===== src/rtl/frame_counter_extend_and_offset_assert.svh =====
// Assertion macros used by the frame counter pipeline module.
`ifndef FRAME_COUNTER_EXTEND_AND_OFFSET_ASSERT_SVH
`define FRAME_COUNTER_EXTEND_AND_OFFSET_ASSERT_SVH

// Property that must hold at every clock edge out of reset.
`define FCEO_ASSERT(lbl, clk, rstn, prop, msg) \
    lbl: assert property (@(posedge clk) disable iff (!rstn) (prop)) else $error(msg);

// Consequent must hold in the same cycle as the antecedent.
`define FCEO_ASSERT_SAME(lbl, clk, rstn, ante, cons, msg) \
    lbl: assert property (@(posedge clk) disable iff (!rstn) (ante) |-> (cons)) else $error(msg);

// Consequent must hold in the cycle after the antecedent.
`define FCEO_ASSERT_NEXT(lbl, clk, rstn, ante, cons, msg) \
    lbl: assert property (@(posedge clk) disable iff (!rstn) (ante) |=> (cons)) else $error(msg);

`endif


===== src/rtl/fceo_pkg.sv =====
// Types and constants shared by the frame counter extension modules.
package fceo_pkg;

    localparam int HEAD_W = 2;
    localparam int CNT_W  = 32;
    localparam int EXT_W  = 64;
    localparam int LIM_W  = 16;

    localparam logic [LIM_W-1:0] LIMIT_RST = 16'd1000;
    localparam logic [CNT_W-1:0] WRAP_LO   = 32'h8000_0000;
    localparam logic [CNT_W-1:0] WRAP_HI   = 32'hC000_0000;

    typedef struct packed {
        logic [CNT_W-1:0] offset;
        logic [CNT_W-1:0] last;
        logic [CNT_W-1:0] wraps;
    } t_entry;

    typedef struct packed {
        logic              valid;
        logic              resync;
        logic [HEAD_W-1:0] head;
    } t_stage_ctl;

endpackage


===== src/rtl/fceo_mem.sv =====
// Per-head counter state memory with registered read and write-through bypass.
module fceo_mem #(
    parameter int DEPTH = 4,
    parameter int IDX_W = 2
) (
    input  logic                 i_clk,
    input  logic                 i_rst_n,
    input  logic                 i_rd_en,
    input  logic [IDX_W-1:0]     i_rd_idx,
    output fceo_pkg::t_entry     o_rd_data,
    input  logic                 i_wr_en,
    input  logic [IDX_W-1:0]     i_wr_idx,
    input  fceo_pkg::t_entry     i_wr_data
);

    fceo_pkg::t_entry r_mem [DEPTH];
    logic [DEPTH-1:0] r_vld;
    fceo_pkg::t_entry r_q;
    fceo_pkg::t_entry r_byp_data;
    logic             r_q_vld;
    logic             r_byp;

    always_ff @(posedge i_clk) begin
        if (i_wr_en) begin
            r_mem[i_wr_idx] <= i_wr_data;
        end
    end

    always_ff @(posedge i_clk) begin
        if (i_rd_en) begin
            r_q        <= r_mem[i_rd_idx];
            r_byp_data <= i_wr_data;
        end
    end

    always_ff @(posedge i_clk) begin
        if (!i_rst_n) begin
            r_vld   <= '0;
            r_q_vld <= 1'b0;
            r_byp   <= 1'b0;
        end else begin
            if (i_wr_en) begin
                r_vld[i_wr_idx] <= 1'b1;
            end
            if (i_rd_en) begin
                r_q_vld <= r_vld[i_rd_idx];
                r_byp   <= i_wr_en && (i_wr_idx == i_rd_idx);
            end
        end
    end

    assign o_rd_data = r_byp ? r_byp_data : (r_q_vld ? r_q : '0);

endmodule


===== src/rtl/fceo_pipe.sv =====
// Two-stage read-modify-write pipeline: count extension, then offset resync.
`include "frame_counter_extend_and_offset_assert.svh"

module fceo_pipe #(
    parameter int NUM_HEADS = 4
) (
    input  logic                              i_clk,
    input  logic                              i_rst_n,
    input  logic                              i_acc,
    input  logic                              i_req,
    input  logic [fceo_pkg::HEAD_W-1:0]       i_head,
    input  logic [fceo_pkg::CNT_W-1:0]        i_hw,
    input  logic [fceo_pkg::EXT_W-1:0]        i_expect,
    input  logic                              i_ok,
    input  logic [fceo_pkg::LIM_W-1:0]        i_limit,
    input  logic                              i_take,
    output fceo_pkg::t_stage_ctl              o_p1,
    output fceo_pkg::t_stage_ctl              o_p2,
    output logic [fceo_pkg::EXT_W-1:0]        o_ext,
    output logic [fceo_pkg::CNT_W-1:0]        o_target
);

    localparam int IDX_W = (NUM_HEADS > 1) ? $clog2(NUM_HEADS) : 1;

    logic                             in_hok;
    logic [IDX_W-1:0]                 in_idx;

    logic                             r_p1_valid;
    logic                             r_p1_req;
    logic                             r_p1_ok;
    logic                             r_p1_hok;
    logic [IDX_W-1:0]                 r_p1_idx;
    logic [fceo_pkg::HEAD_W-1:0]      r_p1_head;
    logic [fceo_pkg::CNT_W-1:0]       r_p1_hw;
    logic [fceo_pkg::EXT_W-1:0]       r_p1_exp;

    logic                             r_p2_valid;
    logic                             r_p2_wr;
    logic                             r_p2_resync;
    logic                             r_p2_tgt_en;
    logic [IDX_W-1:0]                 r_p2_idx;
    logic [fceo_pkg::HEAD_W-1:0]      r_p2_head;
    fceo_pkg::t_entry                 r_p2_ent;
    logic [fceo_pkg::EXT_W-1:0]       r_p2_ext;
    logic [fceo_pkg::EXT_W-1:0]       r_p2_diff;
    logic [fceo_pkg::CNT_W-1:0]       r_p2_exp_lo;

    fceo_pkg::t_entry                 mem_rd;
    fceo_pkg::t_entry                 fwd;
    fceo_pkg::t_entry                 n_ent;
    fceo_pkg::t_entry                 wr_data;
    logic                             wr_en;
    logic                             p2_free;
    logic                             p1_adv;
    logic                             do_ext;
    logic [fceo_pkg::CNT_W-1:0]       v;
    logic [fceo_pkg::CNT_W-1:0]       d;
    logic                             bump;
    logic [fceo_pkg::CNT_W-1:0]       wraps_n;
    logic [fceo_pkg::EXT_W-1:0]       ext_full;
    logic [fceo_pkg::EXT_W-1:0]       n_diff;

    logic [fceo_pkg::CNT_W-1:0]       lim32;
    logic [fceo_pkg::EXT_W-1:0]       lim64;
    logic                             exceed;
    logic                             below;
    logic [fceo_pkg::CNT_W-1:0]       off_add;
    logic [fceo_pkg::CNT_W-1:0]       off_fin;

    assign in_hok  = int'(i_head) < NUM_HEADS;
    assign in_idx  = IDX_W'(i_head);
    assign p2_free = !r_p2_valid || i_take;
    assign p1_adv  = r_p1_valid && p2_free;

    fceo_mem #(
        .DEPTH (NUM_HEADS),
        .IDX_W (IDX_W)
    ) u_mem (
        .i_clk     (i_clk),
        .i_rst_n   (i_rst_n),
        .i_rd_en   (i_acc),
        .i_rd_idx  (in_idx),
        .o_rd_data (mem_rd),
        .i_wr_en   (wr_en),
        .i_wr_idx  (r_p2_idx),
        .i_wr_data (wr_data)
    );

    // stage 1: extend the hardware count
    always_comb begin
        fwd      = (r_p2_valid && r_p2_wr && (r_p2_idx == r_p1_idx)) ? r_p2_ent : mem_rd;
        do_ext   = r_p1_hok && (!r_p1_req || r_p1_ok);
        v        = r_p1_hw + fwd.offset;
        d        = v - fwd.last;
        bump     = (d >= fceo_pkg::WRAP_LO) && (d < fceo_pkg::WRAP_HI);
        wraps_n  = fwd.wraps + fceo_pkg::CNT_W'(bump);
        ext_full = {wraps_n, v};
        n_diff   = r_p1_exp - ext_full;
        n_ent    = fwd;
        if (do_ext) begin
            n_ent.last  = v;
            n_ent.wraps = wraps_n;
        end
    end

    // stage 2: resync the offset and form the hardware target
    always_comb begin
        lim32   = fceo_pkg::CNT_W'(i_limit);
        lim64   = fceo_pkg::EXT_W'(i_limit);
        exceed  = r_p2_diff[fceo_pkg::EXT_W-1]
                ? ((i_limit == '0) || (r_p2_diff < ('0 - lim64)))
                : (r_p2_diff > lim64);
        off_add = r_p2_ent.offset + r_p2_diff[fceo_pkg::CNT_W-1:0];
        below   = off_add[fceo_pkg::CNT_W-1]
                ? ((i_limit != '0) && (off_add > ('0 - lim32)))
                : (off_add < lim32);
        off_fin = r_p2_ent.offset;
        if (r_p2_resync && exceed) begin
            off_fin = below ? '0 : off_add;
        end
        wr_data        = r_p2_ent;
        wr_data.offset = off_fin;
        wr_en          = i_take && r_p2_wr;
    end

    always_ff @(posedge i_clk) begin
        if (!i_rst_n) begin
            r_p1_valid <= 1'b0;
            r_p2_valid <= 1'b0;
        end else begin
            if (i_acc) begin
                r_p1_valid <= 1'b1;
            end else if (p1_adv) begin
                r_p1_valid <= 1'b0;
            end
            if (p1_adv) begin
                r_p2_valid <= 1'b1;
            end else if (i_take) begin
                r_p2_valid <= 1'b0;
            end
        end
    end

    always_ff @(posedge i_clk) begin
        if (i_acc) begin
            r_p1_req  <= i_req;
            r_p1_ok   <= i_ok;
            r_p1_hok  <= in_hok;
            r_p1_idx  <= in_idx;
            r_p1_head <= i_head;
            r_p1_hw   <= i_hw;
            r_p1_exp  <= i_expect;
        end
        if (p1_adv) begin
            r_p2_wr     <= do_ext;
            r_p2_resync <= r_p1_hok && r_p1_req && r_p1_ok;
            r_p2_tgt_en <= r_p1_hok && r_p1_req;
            r_p2_idx    <= r_p1_idx;
            r_p2_head   <= r_p1_head;
            r_p2_ent    <= n_ent;
            r_p2_ext    <= do_ext ? ext_full : '0;
            r_p2_diff   <= n_diff;
            r_p2_exp_lo <= r_p1_exp[fceo_pkg::CNT_W-1:0];
        end
    end

    assign o_p1.valid  = r_p1_valid;
    assign o_p1.resync = r_p1_hok && r_p1_req && r_p1_ok;
    assign o_p1.head   = r_p1_head;
    assign o_p2.valid  = r_p2_valid;
    assign o_p2.resync = r_p2_resync;
    assign o_p2.head   = r_p2_head;
    assign o_ext       = r_p2_ext;
    assign o_target    = r_p2_tgt_en ? (r_p2_exp_lo - off_fin) : '0;

    `FCEO_ASSERT(a_no_resync_overlap, i_clk, i_rst_n, !(r_p1_valid && r_p2_valid && r_p2_resync && (r_p1_head == r_p2_head)), "resync item overlaps a later item of the same head")
    `FCEO_ASSERT_SAME(a_ext_zero, i_clk, i_rst_n, r_p2_valid && !r_p2_wr, r_p2_ext == '0, "extended count not zero for a skipped conversion")
    `FCEO_ASSERT_SAME(a_ext_entry, i_clk, i_rst_n, r_p2_valid && r_p2_wr, (r_p2_ext[63:32] == r_p2_ent.wraps) && (r_p2_ext[31:0] == r_p2_ent.last), "extended count differs from stored state")
    `FCEO_ASSERT_NEXT(a_p2_fill, i_clk, i_rst_n, r_p1_valid && !r_p2_valid, r_p2_valid, "stage 1 item did not advance into an empty stage 2")

endmodule


===== src/rtl/frame_counter_extend_and_offset.sv =====
// Top level: stream handshake, interlock, limit register and result register.
//
//  channel   dir  tdata (low bit up)                     tuser (low bit up)
//  s_axis    in   hw_count[31:0], expect_count[95:32]    req_type[0], head[2:1], query_ok[3]
//  m_axis    out  ext_count[63:0], hw_target[95:64]      -
//  cfg       in   resync_limit[15:0] on i_cfg_we         -
//
//  An input transfer passes the state read with extend, the resync stage and the result register before result valid.
//  One item per cycle while the result does not stall; a request 1 with query_ok set holds off a
//  following item of the same head until its offset is written back, longer while the result stalls.
//  Synchronous active-low reset clears all head state (valid bits) and sets the limit to 1000.
//  A stalled result register holds; the pipeline keeps filling until every stage is full.
module frame_counter_extend_and_offset #(
    parameter int NUM_HEADS = 4
) (
    input  logic         i_clk,
    input  logic         i_rst_n,
    input  logic         i_s_axis_tvalid,
    output logic         o_s_axis_tready,
    input  logic [95:0]  i_s_axis_tdata,   // hw_count, expect_count
    input  logic [3:0]   i_s_axis_tuser,   // req_type, head, query_ok
    output logic         o_m_axis_tvalid,
    input  logic         i_m_axis_tready,
    output logic [95:0]  o_m_axis_tdata,   // ext_count, hw_target
    input  logic         i_cfg_we,
    input  logic [15:0]  i_cfg_wdata
);

    logic [fceo_pkg::LIM_W-1:0]  r_limit;
    logic                        r_out_valid;
    logic [fceo_pkg::EXT_W-1:0]  r_out_ext;
    logic [fceo_pkg::CNT_W-1:0]  r_out_tgt;

    fceo_pkg::t_stage_ctl        p1;
    fceo_pkg::t_stage_ctl        p2;
    logic [fceo_pkg::EXT_W-1:0]  p2_ext;
    logic [fceo_pkg::CNT_W-1:0]  p2_tgt;
    logic [fceo_pkg::HEAD_W-1:0] in_head;
    logic                        take;
    logic                        p2_free;
    logic                        p1_free;
    logic                        hazard;
    logic                        acc;

    assign in_head = i_s_axis_tuser[2:1];
    assign take    = p2.valid && (!r_out_valid || i_m_axis_tready);
    assign p2_free = !p2.valid || take;
    assign p1_free = !p1.valid || p2_free;
    assign hazard  = (p1.valid && p1.resync && (p1.head == in_head))
                  || (p2.valid && p2.resync && (p2.head == in_head) && !take);
    assign o_s_axis_tready = p1_free && !hazard;
    assign acc     = i_s_axis_tvalid && o_s_axis_tready;

    fceo_pipe #(
        .NUM_HEADS (NUM_HEADS)
    ) u_pipe (
        .i_clk    (i_clk),
        .i_rst_n  (i_rst_n),
        .i_acc    (acc),
        .i_req    (i_s_axis_tuser[0]),
        .i_head   (in_head),
        .i_hw     (i_s_axis_tdata[31:0]),
        .i_expect (i_s_axis_tdata[95:32]),
        .i_ok     (i_s_axis_tuser[3]),
        .i_limit  (r_limit),
        .i_take   (take),
        .o_p1     (p1),
        .o_p2     (p2),
        .o_ext    (p2_ext),
        .o_target (p2_tgt)
    );

    always_ff @(posedge i_clk) begin
        if (!i_rst_n) begin
            r_limit     <= fceo_pkg::LIMIT_RST;
            r_out_valid <= 1'b0;
        end else begin
            if (i_cfg_we) begin
                r_limit <= i_cfg_wdata;
            end
            if (take) begin
                r_out_valid <= 1'b1;
            end else if (i_m_axis_tready) begin
                r_out_valid <= 1'b0;
            end
        end
    end

    always_ff @(posedge i_clk) begin
        if (take) begin
            r_out_ext <= p2_ext;
            r_out_tgt <= p2_tgt;
        end
    end

    assign o_m_axis_tvalid = r_out_valid;
    assign o_m_axis_tdata  = {r_out_tgt, r_out_ext};

endmodule


===== config.mk =====
export PLATFORM = sky130hd
export DESIGN_NAME = frame_counter_extend_and_offset
export DESIGN_NICKNAME = d
export VERILOG_FILES = /design/src/rtl/fceo_pkg.sv /design/src/rtl/fceo_mem.sv /design/src/rtl/fceo_pipe.sv /design/src/rtl/frame_counter_extend_and_offset.sv
export VERILOG_INCLUDE_DIRS = /design/src /design/src/rtl
export SDC_FILE = /design/constraint.sdc
export NUM_CORES = 1
export LEC_CHECK = 0
export BUFFER_PORTS_ARGS = -buffer_cell sky130_fd_sc_hd__buf_2
export CORE_ASPECT_RATIO = 1.5
export CORE_MARGIN = 3
export CORE_UTILIZATION = 32
export DETAILED_ROUTE_END_ITERATION = 8
export SYNTH_ARGS = -nofsm -noshare
export SYNTH_HDL_FRONTEND = slang
export SYNTH_SLANG_ARGS = --single-unit

===== constraint.sdc =====
create_clock -name i_clk -period 30 [get_ports i_clk]
set_clock_uncertainty 0.2 [all_clocks]
set_input_delay 1.5 -clock i_clk [delete_from_list [all_inputs] [get_ports i_clk]]
set_output_delay 1.5 -clock i_clk [all_outputs]
set_load 0.005 [all_outputs]

==> flow_summary_export.csv <==
group,metric,value,unit
power_and_ir_drop,p_int,2.701,mW
finish,final-seq-area,0.03152,mm²
setup_path,cp.required,30.28,ns
power_and_ir_drop,p_total,3.638,mW
grt,grt_max_degree,99,
placement,dpl.hpwl,105.3,mm
logic_synthesis,synth_fa_ha_area_share,7.711,%
floorplan,die_h,497.0,µm
setup_path,r2r_cells,44,
setup_path,cp_common_cell,"ha_1",
power_and_ir_drop,seq_power_share,48.1,%
route,viasPerCell,5.342,
setup_path,slowest_stage,"a221oi_1",
timing,finalSetupViolations,0,
timing,worst_pin_slew,1.331,ns
clocking,clk-insertion-delay-late,0.73,ns
grt,first_global_vias,33967,
clocking,cts.sinks,1058,
logic_synthesis,yosys.cell_types.count,112,
timing,fmax,80.32,MHz
setup_path,slowest_delay,0.74,ns
logic_synthesis,synth_flop_cell,"edfxtp_1",
grt,grt_pass1_wl,220.4,mm
logic_synthesis,synth_compound_area_share,12.13,%
grt,grt_usage,17.66,%
logic_synthesis,synth_top_area_cell,"edfxtp_1",
logic_synthesis,synth-xor-area-share,3.860,%
power_and_ir_drop,clkPwrFrac,38.6,%
logic_synthesis,syn_inst,3688,
power_and_ir_drop,power.leakage,21.24,nW
setup_path,crit_type,"reg -> reg",
setup_path,ff2ff_setup_slack,17.55,ns
setup_path,crit_fanout,50,
floorplan,ioPinCount,219,
placement,placed_area,0.05508,mm²
route,dr.pass1.iters,7,
clocking,cts_setup_buffers,0,
worst_hold_path,holdPathStages,0,
power_and_ir_drop,p_sw_share,25.78,%
route,num_vias,32647,
timing,maxSlewHeadroom,10.32,%
finish,nFillCells,15138,
route,wirelength,148.6,mm
logic_synthesis,yosysSeqAreaShare,61.28,%
logic_synthesis,synth_top_family_by_area,"compound AO/OA/AOI/OAI gates",
logic_synthesis,ys_seq_elements,1058,
power_and_ir_drop,power_frac_comb,13.3,%
placement,port_buffers,218,
status,status,"completed",
worst_hold_path,hold_class,"reg -> reg",
floorplan,coreArea,0.1592,mm²
grt,antenna_found_initial,7,
timing,rsz0062_at_grt,"false",
clocking,ctsHoldBuffers,0,
finish,final_cell_mix,"edfxtp_1 (1033), ha_1 (292), nor2_1 (255)",
power_and_ir_drop,ir_worst_vdd,0.00004637,V
floorplan,die_x,333.4,µm
clocking,clock_path_buffers,3,
setup_path,arrival,12.73,ns
floorplan,initial_utilization,32.30,%
logic_synthesis,ys_async_sr_fraction,0,%
finish,multi_input_area,0.01905,mm²
route,ant_nets,0,
finish,syn_to_final_growth,14.22,%
grt,globalRoute.totalOverflow,0,
floorplan,die_area,0.1657,mm²
floorplan,num_rows,179,
logic_synthesis,yosysWarnings,0,
logic_synthesis,synth_top_area_share,60.31,%
logic_synthesis,synth_simple_gate_area_share,8.314,%
timing,slew_viol_final,0,
logic_synthesis,syn-cell-area,0.05144,mm²
flow_run,maxCapViolCount,0,
timing,fin_crit,12.45,ns
logic_synthesis,synthTopCellsByArea,"edfxtp_1 (60%), ha_1 (7.1%), mux4_2 (4.2%)",
logic_synthesis,yosys-mux-area-fraction,4.875,%
power_and_ir_drop,power_density,61.93,mW/mm²
logic_synthesis,synth_nets,4106,
clocking,path_clk_slew,0.06,ns
timing,period_share,41.50,%
logic_synthesis,avgSynthCellArea,13.95,µm²
timing,finalHoldViolCount,0,
route,drtIter0Drc,2408,
setup_path,startpoint_type,"flip-flop",
route,routedWlPerCell,24.32,µm
timing,fin_tns_setup,0,ns
power_and_ir_drop,switchingPower,937.9,µW
finish,post-route-cell-area,0.05875,mm²
route,drc,0,
clocking,h-tree-depth,3,
clocking,cts_root_buf,"clkbuf_16",
finish,drive_above_1_share,14.80,%
finish,layout_commonest_cell,"edfxtp_1",
clocking,ctsResizeCount,0,
logic_synthesis,synth-edff-count,1033,
clocking,cts_tree,"built",
finish,nets,4354,
placement,gp_congestion,0.8924,
clocking,cts_buffers,106,
setup_path,end_kind,"flip-flop",
## metal layers
layer | vias to the layer above | wire (µm) | track usage [%] | part of all wire [%]
li1 | 14947 | - | - | -
met1 | 16461 | 61520 | 22.11 | 41
met5 | - | 13 | 0 | 0.0087
met2 | 979 | 73610 | 30.52 | 50
met4 | 2 | 6375 | 7.521 | 4.3
met3 | 258 | 7115 | 2.430 | 4.8
## synthesized netlist by cell type (33+ instances only)
master	instances
a21oi_1	153
a221oi_1	33
nand2b_1	45
a221o_1	60
nor2_1	256
nand3_1	56
o21ai_0	151
nand2_1	165
nor3_1	49
a21o_1	107
o21bai_1	41
clkbuf_1	87
a22oi_1	35
nor2b_1	53
o21a_1	58
and2_1	36
edfxtp_1	1033
mux4_2	97
inv_1	112
xor2_1	76
xnor2_1	138
ha_1	292
nand4_1	51
## area by class of cell
cell class	count	share of cell area [%]
diodes	4	0.01704
clock inverters	58	1.337
multi-input cells	2389	32.42
clock buffers	140	4.890
repair buffers	268	2.511
inverters	113	0.7348
well taps	2081	4.432
flip-flops and latches	1058	53.66
## through the flow
step / setup slack (ns) / util (%) / hold slack (ns) / cells
final: 17.55 / 36.89 / 0.1942 / 6111
after detailed placement: 17.70 / 34.59 / 0.2045 / 5909
after floorplan: 19.14 / - / 0.2003 / 3688
after global routing: 16.81 / 36.89 / 0.2038 / 6108
after CTS: 17.60 / 36.89 / 0.2049 / 6107
after global placement: 18.02 / 34.59 / 0.2049 / 5909
## power by group through the flow
| stage | Sequential (mW) | Clock, mW | Combinational [mW] |
|---|---|---|---|
| floorplan | 1.77 | 0 | 0.330 |
| global placement | 1.78 | 0 | 0.478 |
| detailed placement | 1.78 | 0 | 0.483 |
| CTS | 1.75 | 1.44 | 0.486 |
| global route | 1.75 | 1.50 | 0.535 |
| finish | 1.75 | 1.40 | 0.484 |
## flip-flops by register name (all words and copies together), names as in the netlist, 4 cells and up
signal                   flops
r_limit                     16
r_out_ext                   64
r_out_tgt                   32
u_pipe.o_ext                64
u_pipe.r_p1_exp             64
u_pipe.r_p1_hw              32
u_pipe.r_p2_diff            64
u_pipe.r_p2_ent             96
u_pipe.r_p2_exp_lo          32
u_pipe.u_mem.r_byp_data     96
u_pipe.u_mem.r_mem         384
u_pipe.u_mem.r_q            96
u_pipe.u_mem.r_vld           4
## worst max-delay path, delay by kind of cell (launching register included)
family                   cells  cell delay (ns)
AO/OA/AOI/OAI               15             4.13
XOR/XNOR                     3             0.69
adder cells (fa/ha/maj)      7             1.86
buffers and inverters        5             1.11
flip-flops                   1             0.51
AND/OR/NAND/NOR             14             3.60
## logic make-up after synthesis
kind of cell | count (synthesis)
multiplexers | 128
AND/OR/NAND/NOR | 846
buffers and inverters | 241
flip-flops | 1058
XOR/XNOR | 220
AO/OA/AOI/OAI | 877
adder cells (fa/ha/maj) | 318
## worst paths after layout
check | startpoint | endpoint
worst max-delay path | u_pipe.r_p2_head[0]$_DFFE_PP_ | u_pipe.r_p2_diff[48]$_DFFE_PP_
worst min register to register | u_pipe.o_ext[16]$_SDFFCE_PP0P_ | r_out_ext[16]$_DFFE_PP_
worst max register to register | u_pipe.r_p2_head[0]$_DFFE_PP_ | u_pipe.r_p2_diff[48]$_DFFE_PP_
worst min-delay path | u_pipe.o_ext[16]$_SDFFCE_PP0P_ | r_out_ext[16]$_DFFE_PP_
(Power assumes the default switching activity.)
